$ cat config.mk
export PLATFORM = sky130hd
export DESIGN_NAME = rnms_ram
export DESIGN_NICKNAME = d
export VERILOG_FILES = /design/src/design/rnms_ram.sv
export SDC_FILE = /design/constraint.sdc
export NUM_CORES = 2
export LEC_CHECK = 0
export BUFFER_PORTS_ARGS = -buffer_cell sky130_fd_sc_hd__buf_2
export CAP_MARGIN = 5
export CORE_AREA = 3 3 504 506
export DETAILED_ROUTE_END_ITERATION = 8
export DIE_AREA = 0 0 507 509
export PLACE_DENSITY = 0.81
export REMOVE_ABC_BUFFERS = 1
export SLEW_MARGIN = 30
export SYNTH_ARGS = -nofsm -noshare
export SYNTH_HDL_FRONTEND = slang
export SYNTH_SLANG_ARGS = --single-unit
$ cat constraint.sdc
create_clock -name clk -period 12.61 [get_ports clk]
set_input_delay 2.522 -clock clk [delete_from_list [all_inputs] [get_ports clk]]
set_output_delay 2.522 -clock clk [all_outputs]
set_load 0.01 [all_outputs]
$ cat src/design/rnms_ram.sv
// rnms_ram: generic simple dual-port ram, one write and one registered read port
// depends on nothing
module rnms_ram #(
  parameter int WIDTH = 64,
  parameter int DEPTH = 64
) (
  input  logic                     clk,
  input  logic                     wr_en,
  input  logic [$clog2(DEPTH)-1:0] wr_addr,
  input  logic [WIDTH-1:0]         wr_data,
  input  logic                     rd_en,
  input  logic [$clog2(DEPTH)-1:0] rd_addr,
  output logic [WIDTH-1:0]         rd_data
);

  logic [WIDTH-1:0] mem [DEPTH];
  logic [WIDTH-1:0] rd_data_r;

  always_ff @(posedge clk) begin
    if (wr_en) begin
      mem[wr_addr] <= wr_data;
    end
    if (rd_en) begin
      rd_data_r <= mem[rd_addr];
    end
  end

  assign rd_data = rd_data_r;

endmodule

Yosys cells after proc, flatten, opt, wreduce, memory -nomap -nowiden
Memory sizes are Yosys's and may differ from the RTL's. A register that Yosys moved wholly into a read port is not among the register bits. Index checks and enable logic that the tools add are counted.

Flip-flop bits (word level): 0. Bits of input ports: 79. Memories: 1. Word-level logic and storage cells: 3. Memory bits (writable): 4096.

Multiplexer cells: 2.

Memory list: mem (words 64, width 64, read ports 1, clocked after Yosys merged registers in 1, wr ports 1, RTL line 16) `logic [WIDTH-1:0] mem [DEPTH];`.

Operators with widths (number): $mux W1 (2).

Logic depth before layout (Yosys ltp)
Word-level depth: 2. Mapped depth: 9.

Worst setup path before layout
Ideal clock, no wire load.

Path type: input to register. Start point: input wr_addr[3]. End point: memory mem[48][0], enable pin. Stages on the path: 4. Arrival time: 7.394 ns. Path slack: 4.652 ns. Library setup time: 0.564 ns. Required time: 12.046 ns. Cell sequence: clkbuf_1 -> nor2b_1 -> nand4b_1 -> nor3_1.

RTL lines: start: declaration (RTL line 9) `input logic [$clog2(DEPTH)-1:0] wr_addr,`; end: declaration (RTL line 16).

Straight into the memory's write port.

==> flow_summary.json <==
{
  "die_area_sq_um": 258100,
  "synthesis.area_sq_um": 157000,
  "whs_ps": 935.1,
  "ant_nets": 0,
  "synthDistinctLibCells": 32,
  "stdcell_area_sq_um": 175300,
  "place_area_sq_um": 162500,
  "drc": 0,
  "rsz0062_at_grt": "false",
  "grt_pass1_wl_um": 647000,
  "yosysWarnings": 0,
  "start_util_pct": 62.68,
  "dieWidth_um": 507,
  "crit_path_start_kind": "input port",
  "postCtsSetupBuffers": 0,
  "finalCriticalPeriod_ps": 5518,
  "final_common_cell": "edfxtp_1",
  "synth-seq-area-share_pct": 79.57,
  "finalSetupViolCount": 0,
  "final_nets": 7047,
  "outcome": "completed",
  "cts_tree": "done",
  "dpl.hpwl_um": 211600,
  "worst_slack_ps": 7092,
  "dp_slack_ps": 6126,
  "postCtsResizedCells": 0,
  "syn2layout_area_growth_pct": 11.69,
  "grt_max_degree": 130,
  "portBuffers": 142,
  "holdBufCountCts": 0,
  "setup_tns_ps": 0,
  "power_mw": 28.42,
  "vdd_drop_max_mv": 0.1988,
  "drv_slew": 0,
  "wl_per_cell_um": 44.50,
  "cpMaxStageDelayCell": "buf_4",
  "worst_ep_arrival_time_ps": 6170,
  "drt_pass1_iterations": 8,
  "drt_iter0_markers": 16070,
  "clock_latency_ps": 980,
  "cp_max_fo": 90,
  "cp-end-kind": "register",
  "die_h_um": 509,
  "hold_violations": 0,
  "path_clk_slew_ps": 70,
  "max-cap-violations": 0,
  "max_freq_mhz": 181.2,
  "syn_inst": 6598,
  "drive_gt1_share_pct": 27.64,
  "crit_required_ps": 13260,
  "ys_ff_latch": 4160,
  "grt_pass1_vias": 83380,
  "p_leak_nw": 54.56,
  "path_common_cell": "buf_12",
  "rows": 184,
  "power.density_nw_per_um2": 162.1,
  "coreArea_sq_um": 250500,
  "antenna_found_initial": 25,
  "cp_cell_sequence": "buf_12 > buf_12 > buf_4 > mux4_2 > mux2i_1 > o22ai_1 > a41oi_1 > a211oi_1",
  "holdCritPathClass": "register to register",
  "gr-total-overflow": 0,
  "pin_count": 143,
  "path_class": "input port to register",
  "grt_use_total_pct": 36.44,
  "cts.path.max_buffers": 4,
  "root_buffer": "clkbuf_16",
  "slew_headroom_pct": 15.58,
  "cts_made_buffers": 397,
  "vias_per_cell": 7.694,
  "worst_pin_slew_ps": 1266,
  "fin_crit_sh_pct": 43.76,
  "reg2reg_depth": 4,
  "avgSynthCellArea_sq_um": 23.79,
  "place_congestion": 0.8162,
  "worst_clock_skew_ps": 74.36,
  "holdPathStages": 4,
  "layout_common_cells": "edfxtp_1, mux4_2, clkbuf_16",
  "slowest_delay_ps": 710,
  "clock-sinks": 4160,
  "htree_levels": 5,
  "via_count": 81980,
  "wl_um": 474200
}
-- cells by family (layout without fill, tap and decap cells) --
family                 count (synthesis)  count (layout)  share of synthesized area, %
flip-flops                          4160            4160                         79.57
multiplexers                        1159            1159                         15.55
AO/OA/AOI/OAI                        504             504                         2.467
buffers and inverters                389            1067                         1.176
AND/OR/NAND/NOR                      386             386                         1.235
other                                  0              31                             0
-- final cells by class --
class	instances	area, sq um
antenna	31	77.57
clock buffer	478	10410
clock inverter	229	1879
fill	13420	75150
inverter	19	71.32
multi-input combinational	2049	30800
sequential	4160	124900
tap	3348	4189
timing repair buffer	341	2989
-- path summary, 6_finish.rpt --
kind          startpoint     endpoint  slack, ps
max           rd_addr[0]  rd_data[11]       7090
min           mem[6][61]  rd_data[61]        940
max reg2reg  mem[38][24]  rd_data[24]       9940
min reg2reg   mem[6][61]  rd_data[61]        940
-- metrics by stage --
stage          instances  util (%)
3_3_place_gp        9898     64.76
3_5_place_dp        9906     64.88
2_1_floorplan       6228         -
4_1_cts            10610     69.78
5_1_grt            10630     69.98
6_report           10660     70.00
-- registers in the layout, indices dropped and copies added, names as in the netlist --
| signal | count |
|---|---|
| mem | 4096 |
| rd_data | 64 |
-- layer usage --
| metal | track usage, % | vias to the layer above | wire [um] | part of all wire [%] |
|---|---|---|---|---|
| met5 | 0 | - | 98 | 0.021 |
| met3 | 10.40 | 2103 | 73060 | 15 |
| met2 | 55.86 | 8848 | 225500 | 48 |
| met1 | 46.79 | 41750 | 139100 | 29 |
| met4 | 22.88 | 16 | 36350 | 7.7 |
| li1 | - | 29260 | - | - |
-- critical path, delay by kind of cell --
family / cells / cell delay [ps]
mux: 2 / 860
compound gates: 3 / 690
buf+inv: 3 / 1810
-- cells in the mapped netlist --
library cell  instances  share of area (%)
a211oi_1             63               0.30
a22o_1               88               0.49
a22oi_1             168               0.80
a2bb2oi_1            19               0.11
a31o_1                1             0.0056
a31oi_1              18              0.072
a41oi_1              26               0.15
and2_1                3              0.012
and3_1               64               0.26
buf_1                20              0.048
buf_2               170               0.54
buf_4                34               0.16
buf_6                 6              0.043
clkbuf_1            140               0.33
edfxtp_1           4160                 80
inv_1                19              0.045
mux2i_1             135               0.86
mux4_2             1024                 15
nand2_1              58               0.14
nand2b_1             11              0.044
nand3_1              45               0.14
nand3b_1              2             0.0096
nand4_1               2             0.0080
nand4b_1              1             0.0056
nor2_1              112               0.27
nor2b_1              28               0.11
nor3_1                2             0.0064
o221ai_1             38               0.21
o22ai_1              83               0.33
or2_2                28               0.11
or3_1                29               0.12
or3b_2                1             0.0056
-- report_power, final --
group | leakage, nW | switching [mW] | internal (mW)
logic | 11.1 | 0.846 | 0.473
clock network | 6.03 | 5.23 | 6.49
registers | 37.5 | 0.0515 | 15.3
total | 54.6 | 6.12 | 22.3
Power figures use the tool's default switching activity.
