[src/design/rnms_pkg.sv]
// rnms_pkg: types and constants shared by the radius non-max suppression block
// depends on nothing; used by rnms_dist and radius_non_max_suppression_unit
package rnms_pkg;

  localparam int TABLE_DEPTH  = 64;
  localparam int ADDR_W       = $clog2(TABLE_DEPTH);
  localparam int CNT_W        = $clog2(TABLE_DEPTH + 1);
  localparam int COORD_W      = 16;
  localparam int SCORE_W      = 16;
  localparam int SQ_W         = 2 * COORD_W;
  localparam int RADIUS_W     = 34;
  localparam int ENTRY_W      = 3 * COORD_W + SCORE_W;
  localparam logic [RADIUS_W-1:0] RADIUS_RESET = RADIUS_W'(10000);

  // one table entry, x in the lowest bits
  typedef struct packed {
    logic [SCORE_W-1:0]        score;
    logic signed [COORD_W-1:0] z;
    logic signed [COORD_W-1:0] y;
    logic signed [COORD_W-1:0] x;
  } entry_t;

  // control of the shared square-accumulate unit
  typedef struct packed {
    logic en;
    logic clear;
  } dist_ctl_t;

endpackage

[src/design/rnms_dist.sv]
// rnms_dist: shared square-accumulate unit, one axis per cycle while ctl.en is high
// depends on rnms_pkg
module rnms_dist (
  input  logic                               clk,
  input  rnms_pkg::dist_ctl_t                ctl,
  input  logic signed [rnms_pkg::COORD_W-1:0] a,
  input  logic signed [rnms_pkg::COORD_W-1:0] b,
  output logic [rnms_pkg::RADIUS_W-1:0]      acc
);

  logic signed [rnms_pkg::COORD_W:0]   diff;
  logic [rnms_pkg::COORD_W-1:0]        mag;
  logic [rnms_pkg::SQ_W-1:0]           sq;
  logic [rnms_pkg::RADIUS_W-1:0]       acc_r;
  logic [rnms_pkg::RADIUS_W-1:0]       acc_nxt;

  always_comb begin
    diff = {a[rnms_pkg::COORD_W-1], a} - {b[rnms_pkg::COORD_W-1], b};
    // magnitude of a 17-bit difference always fits in 16 bits
    mag  = diff[rnms_pkg::COORD_W] ? rnms_pkg::COORD_W'(-diff)
                                   : diff[rnms_pkg::COORD_W-1:0];
    sq   = mag * mag;
    acc_nxt = ctl.clear ? rnms_pkg::RADIUS_W'(sq)
                        : acc_r + rnms_pkg::RADIUS_W'(sq);
  end

  always_ff @(posedge clk) begin
    if (ctl.en) begin
      acc_r <= acc_nxt;
    end
  end

  assign acc = acc_r;

endmodule

[config.mk]
export PLATFORM = sky130hd
export DESIGN_NAME = rnms_dist
export DESIGN_NICKNAME = d
export VERILOG_FILES = /design/src/design/rnms_pkg.sv /design/src/design/rnms_dist.sv
export SDC_FILE = /design/constraint.sdc
export NUM_CORES = 1
export LEC_CHECK = 0
export CAP_MARGIN = 15
export CORE_ASPECT_RATIO = 2
export CORE_MARGIN = 1
export CORE_UTILIZATION = 50
export CTS_CLUSTER_SIZE = 8
export DETAILED_ROUTE_END_ITERATION = 6
export DONT_BUFFER_PORTS = 1
export MAX_ROUTING_LAYER = met4
export PLACE_DENSITY = 0.7
export SLEW_MARGIN = 5
export SYNTH_ARGS = -nofsm -noshare
export SYNTH_HDL_FRONTEND = slang
export SYNTH_SLANG_ARGS = --single-unit
[constraint.sdc]
create_clock -name clk -period 12.9 [get_ports clk]
set_input_delay 1.29 -clock clk [delete_from_list [all_inputs] [get_ports clk]]
set_output_delay 1.29 -clock clk [all_outputs]
set_load 0.01 [all_outputs]
# Yosys cells after proc, flatten, opt, wreduce, memory -nomap -nowiden
# Cells that the tools add are included.
[totals] register_bits=34 in_bits=35 out_inout_bits=34 wordCells=8
[op_classes] add_sub_neg=3 n_mul=1 mux=2
[ops] op="34-bit by 32-bit adder with 34-bit output" n=1
[ops] op="16-bit by 16-bit multiplier with 32-bit output" n=1
[ops] op="32-bit two-way mux" n=1
[ops] op="16-bit by 16-bit subtractor with 17-bit output" n=1
[ops] op="16-bit two-way mux" n=1
[ops] op="16-bit negation" n=1

# Longest topological paths before layout
[depth] ltp_word=6 depth_mapped=51 depth_no_buf=47

# Worst setup path before layout
# Ideal clock, no wire load.
[synth_path] kind="input to register" startpoint="input a[0] (netlist bit)" endpoint="register acc_r, in the netlist acc[32], data pin" setup_time_ns=0.266 arrival_ns=10.967 required_time_ns=12.634 slack_ns=1.667 path_stages=43 path_buffers=3 cell_sequence="inv_1 ha_1 fa_1 nor2b_4 o31a_4 o22ai_4 o31a_4 o22ai_1 buf_6 buf_8 o21bai_1 xnor2_1 clkbuf_1 nand2_1 fa_1 inv_1 fa_1 ha_1 (+7 left out) inv_1 o41ai_1 o21a_1 o21ai_0 a21oi_1 xnor2_1 ha_1 and3_1 a221o_1 a221oi_1 o21ai_0 nand3_1 o211a_1 nor3_1 a2111oi_0 a21oi_1 xnor2_1 nor2_1"
[synth_between] elab_chain_len=5
[synth_lines] element="start, declared" line_no="rnms_dist.sv:6" text="input logic signed [rnms_pkg::COORD_W-1:0] a,"
[synth_lines] element="16-bit by 16-bit subtractor with 17-bit output (*)" line_no="rnms_dist.sv:18" text="diff = {a[rnms_pkg::COORD_W-1], a} - {b[rnms_pkg::COORD_W-1], b};"
[synth_lines] element="16-bit negation" line_no="rnms_dist.sv:20" text="mag = diff[rnms_pkg::COORD_W] ? rnms_pkg::COORD_W'(-diff)"
[synth_lines] element="16-bit two-way mux (*)" line_no="rnms_dist.sv:20"
[synth_lines] element="16-bit by 16-bit multiplier with 32-bit output (*)" line_no="rnms_dist.sv:22" text="sq = mag * mag;"
[synth_lines] element="34-bit by 32-bit adder with 34-bit output (*)" line_no="rnms_dist.sv:24" text=": acc_r + rnms_pkg::RADIUS_W'(sq);"
[synth_lines] element="end signal, assigned" line_no="rnms_dist.sv:29" text="acc_r <= acc_nxt;"
[synth_lines] element="end, declared" line_no="rnms_dist.sv:14" text="logic [rnms_pkg::RADIUS_W-1:0] acc_r;"
# Every way passes the cells marked *; elsewhere a longest branch is shown, timed or not.
# A chain may end at the register's enable or synchronous reset.

# Final worst setup path
[layout_path] startpoint="input b[2] (netlist bit)" endpoint="register acc_r, in the netlist acc[32], data pin"
[layout_between] elab_chain_len=5
[layout_lines] element="start, declared" line_no="rnms_dist.sv:7" text="input logic signed [rnms_pkg::COORD_W-1:0] b,"
[layout_lines] element="16-bit by 16-bit subtractor with 17-bit output (*)" line_no="rnms_dist.sv:18"
[layout_lines] element="16-bit negation" line_no="rnms_dist.sv:20"
[layout_lines] element="16-bit two-way mux (*)" line_no="rnms_dist.sv:20"
[layout_lines] element="16-bit by 16-bit multiplier with 32-bit output (*)" line_no="rnms_dist.sv:22"
[layout_lines] element="34-bit by 32-bit adder with 34-bit output (*)" line_no="rnms_dist.sv:24"
# Marks and branches as above.

==> flow_summary.toml <==
[setup_path]
reg2regPathDepth = 12
rrSetupSlack_ps = 9190
crit_type = "input pin to register"
crit_path_max_fanout = 8
crit_required_ps = 12950
crit_arrival_ps = 11860
cp-start-kind = "input pin"
cp_slowest_cell = "xnor2_1"
cp-end-kind = "register"
critPathMaxStageDelay_ps = 690
timing.critical_path.mode_cell = "fa_1"

[cts]
cts.path.max_buffers = 2
hold_buffers = 0
clock-sinks = 34
cts_buffers = 5
cts_setup_buffers = 0
clockRootBuffer = "clkbuf_16"
cts_tree = "yes"
path_clk_slew_ps = 60
cts_max_level = 2
cts_resized = 0
clk_latency_ps = 290

[finish]
final_common_cell = "inv_1"
area_growth_syn_to_layout_pct = 5.02
largest_reg_flops = 34
multi_input_area_mm2 = 0.00913
insertedDiodeCount = 0
nFillCells = 2102
seq_area_mm2 = 0.00102
fin_util_pct = 53.6
layout_common_cells = "inv_1 (270), fa_1 (160), ha_1 (149)"
layout.nets = 1646
layout-drive-gt1-share_pct = 5.83

[detailed_routing]
avgViaCountPerCell = 5.66
totalWireLength_um = 28000
routedWlPerCell_um = 17.8
drt_iter0_markers = 303
drc = 0
ant_nets = 0
vias = 8931
first_pass_iters = 5

[logic_synthesis]
ys_top_cells_by_area = "fa_1 (28%), ha_1 (16%), edfxtp_1 (9.0%), inv_1 (9.0%), nor2_1 (4.1%)"
yosys_warnings = 0
synthFlopType = "edfxtp_1"
synthesis.instances = 1295
synth_top_area_share_pct = 28.3
synth_cell_types = 82
synth_seq_cells = 34
syn_avg_cell_area_um2 = 8.74
synth_seq_area_share_pct = 9.02
yosysTopAreaCell = "fa_1"
syn_area_mm2 = 0.0113
synth_edf_count = 34
synth_nets = 1639
async_reset_ff_share_pct = 0

[sta]
grt_setup_unrepaired = "no"
period_needed_ps = 11820
setup_viol = 0
max_freq_mhz = 84.6
finClkSkew_ps = 9.23
hold_slack_ps = 743
worst_slew_pin_slew_ps = 865
final.setup.tns_ps = 0
hold_viol = 0
period_share_pct = 91.6
final_max_slew_viol_count = 0
slew_headroom_pct = 42.2

[grt]
grt_pass1_vias = 9751
antenna_found_initial = 0
grt_util_met1_pct = 26.3
grt_max_degree = 38
top_usage_layer = "met2"
track_usage_pct = 26.9
met3_usage_pct = 2.03
grtUsageMet2_pct = 50.3
grt_pass1_wl_um = 47300
grt-ovfl-total = 0

[run]
drv_cap = 0

[placement]
portBuffers = 0
place_congestion = 0.991
post-dp-hpwl_um = 24400

[floorplanning]
coreArea_mm2 = 0.0222
dieHeight_um = 215
start_util_pct = 51.1
io_pins = 69
rows = 77
die_w_um = 108
dieArea_mm2 = 0.0233

[hold_path]
hold_path_class = "register to register"
whs_path_depth = 2

[run_status]
status = "finished clean"
==> kinds of logic (layout without fill, tap and decap cells) <==
group | Yosys count | in the layout | share of synthesized area (%)
xor gates and xnor gates | 93 | 93 | 8.02
adders and majority gates | 310 | 310 | 44.9
muxes | 11 | 11 | 1.18
and+or+nand+nor | 308 | 308 | 12.7
AOI/OAI and AO/OA | 238 | 238 | 13.8
buffers and inverters | 301 | 309 | 10.3
DFF | 34 | 34 | 9.02
==> per-layer routing <==
metal	wire length [µm]	share of wire, %
met1	9620	34
met4	1720	6.1
met2	15800	56
met3	915	3.3
met5	0	0
==> worst max-delay path: cells and delay by family <==
| kind | cells | cell delay [ps] |
|---|---|---|
| adder cells (fa/ha/maj) | 9 | 4370 |
| AO/OA/AOI/OAI | 15 | 3550 |
| XOR/XNOR | 4 | 1320 |
| AND/OR/NAND/NOR | 7 | 1130 |
| buffers and inverters | 4 | 190 |
==> per-stage QoR <==
step	setup slack, ps	area (µm²)	std cells
2_1_floorplan	1670	11300	1295
3_3_place_gp	948	11700	1571
3_5_place_dp	928	11700	1571
4_1_cts	1170	11900	1579
5_1_grt	184	11900	1579
6_report	1080	11900	1579
==> area by class of cell <==
class | instances | area share [%]
Multi-Input combinational cell | 960 | 76.8
Inverter | 275 | 8.69
Sequential cell | 34 | 8.59
Tap cell | 276 | 2.91
Timing Repair Buffer | 26 | 1.64
Clock buffer | 5 | 1.05
Clock inverter | 3 | 0.337
==> synthesized netlist by cell type, types with 3 or more instances <==
cell type,count
nor2_1,124
xnor2_2,3
inv_1,270
buf_2,5
and3_1,13
nand2b_1,17
mux2_2,9
clkbuf_1,16
buf_6,3
ha_1,149
fa_1,160
a31oi_1,10
xor2_1,38
nand3_1,10
a2111oi_0,3
nand2_1,84
nand4_1,7
a221o_1,3
o21a_1,12
a211oi_1,5
nor2b_1,14
o21ai_0,50
o21bai_1,11
a21o_1,35
inv_2,3
xnor2_1,48
a21oi_1,72
nor3_1,15
o31ai_1,4
or2_2,4
edfxtp_1,34
==> final timing paths <==
kind,start,end
worst max-delay path,b[2],acc[32]$_SDFFCE_PP0P_
worst min-delay path,acc[33]$_SDFFCE_PP0P_,acc[33]$_SDFFCE_PP0P_
worst max register to register,acc[16]$_DFFE_PP_,acc[32]$_SDFFCE_PP0P_
worst min register to register,acc[33]$_SDFFCE_PP0P_,acc[33]$_SDFFCE_PP0P_
Power is left out: the tool's default activity adds up to more than one toggle a clock period on the data nets, which glitch-free logic cannot reach.
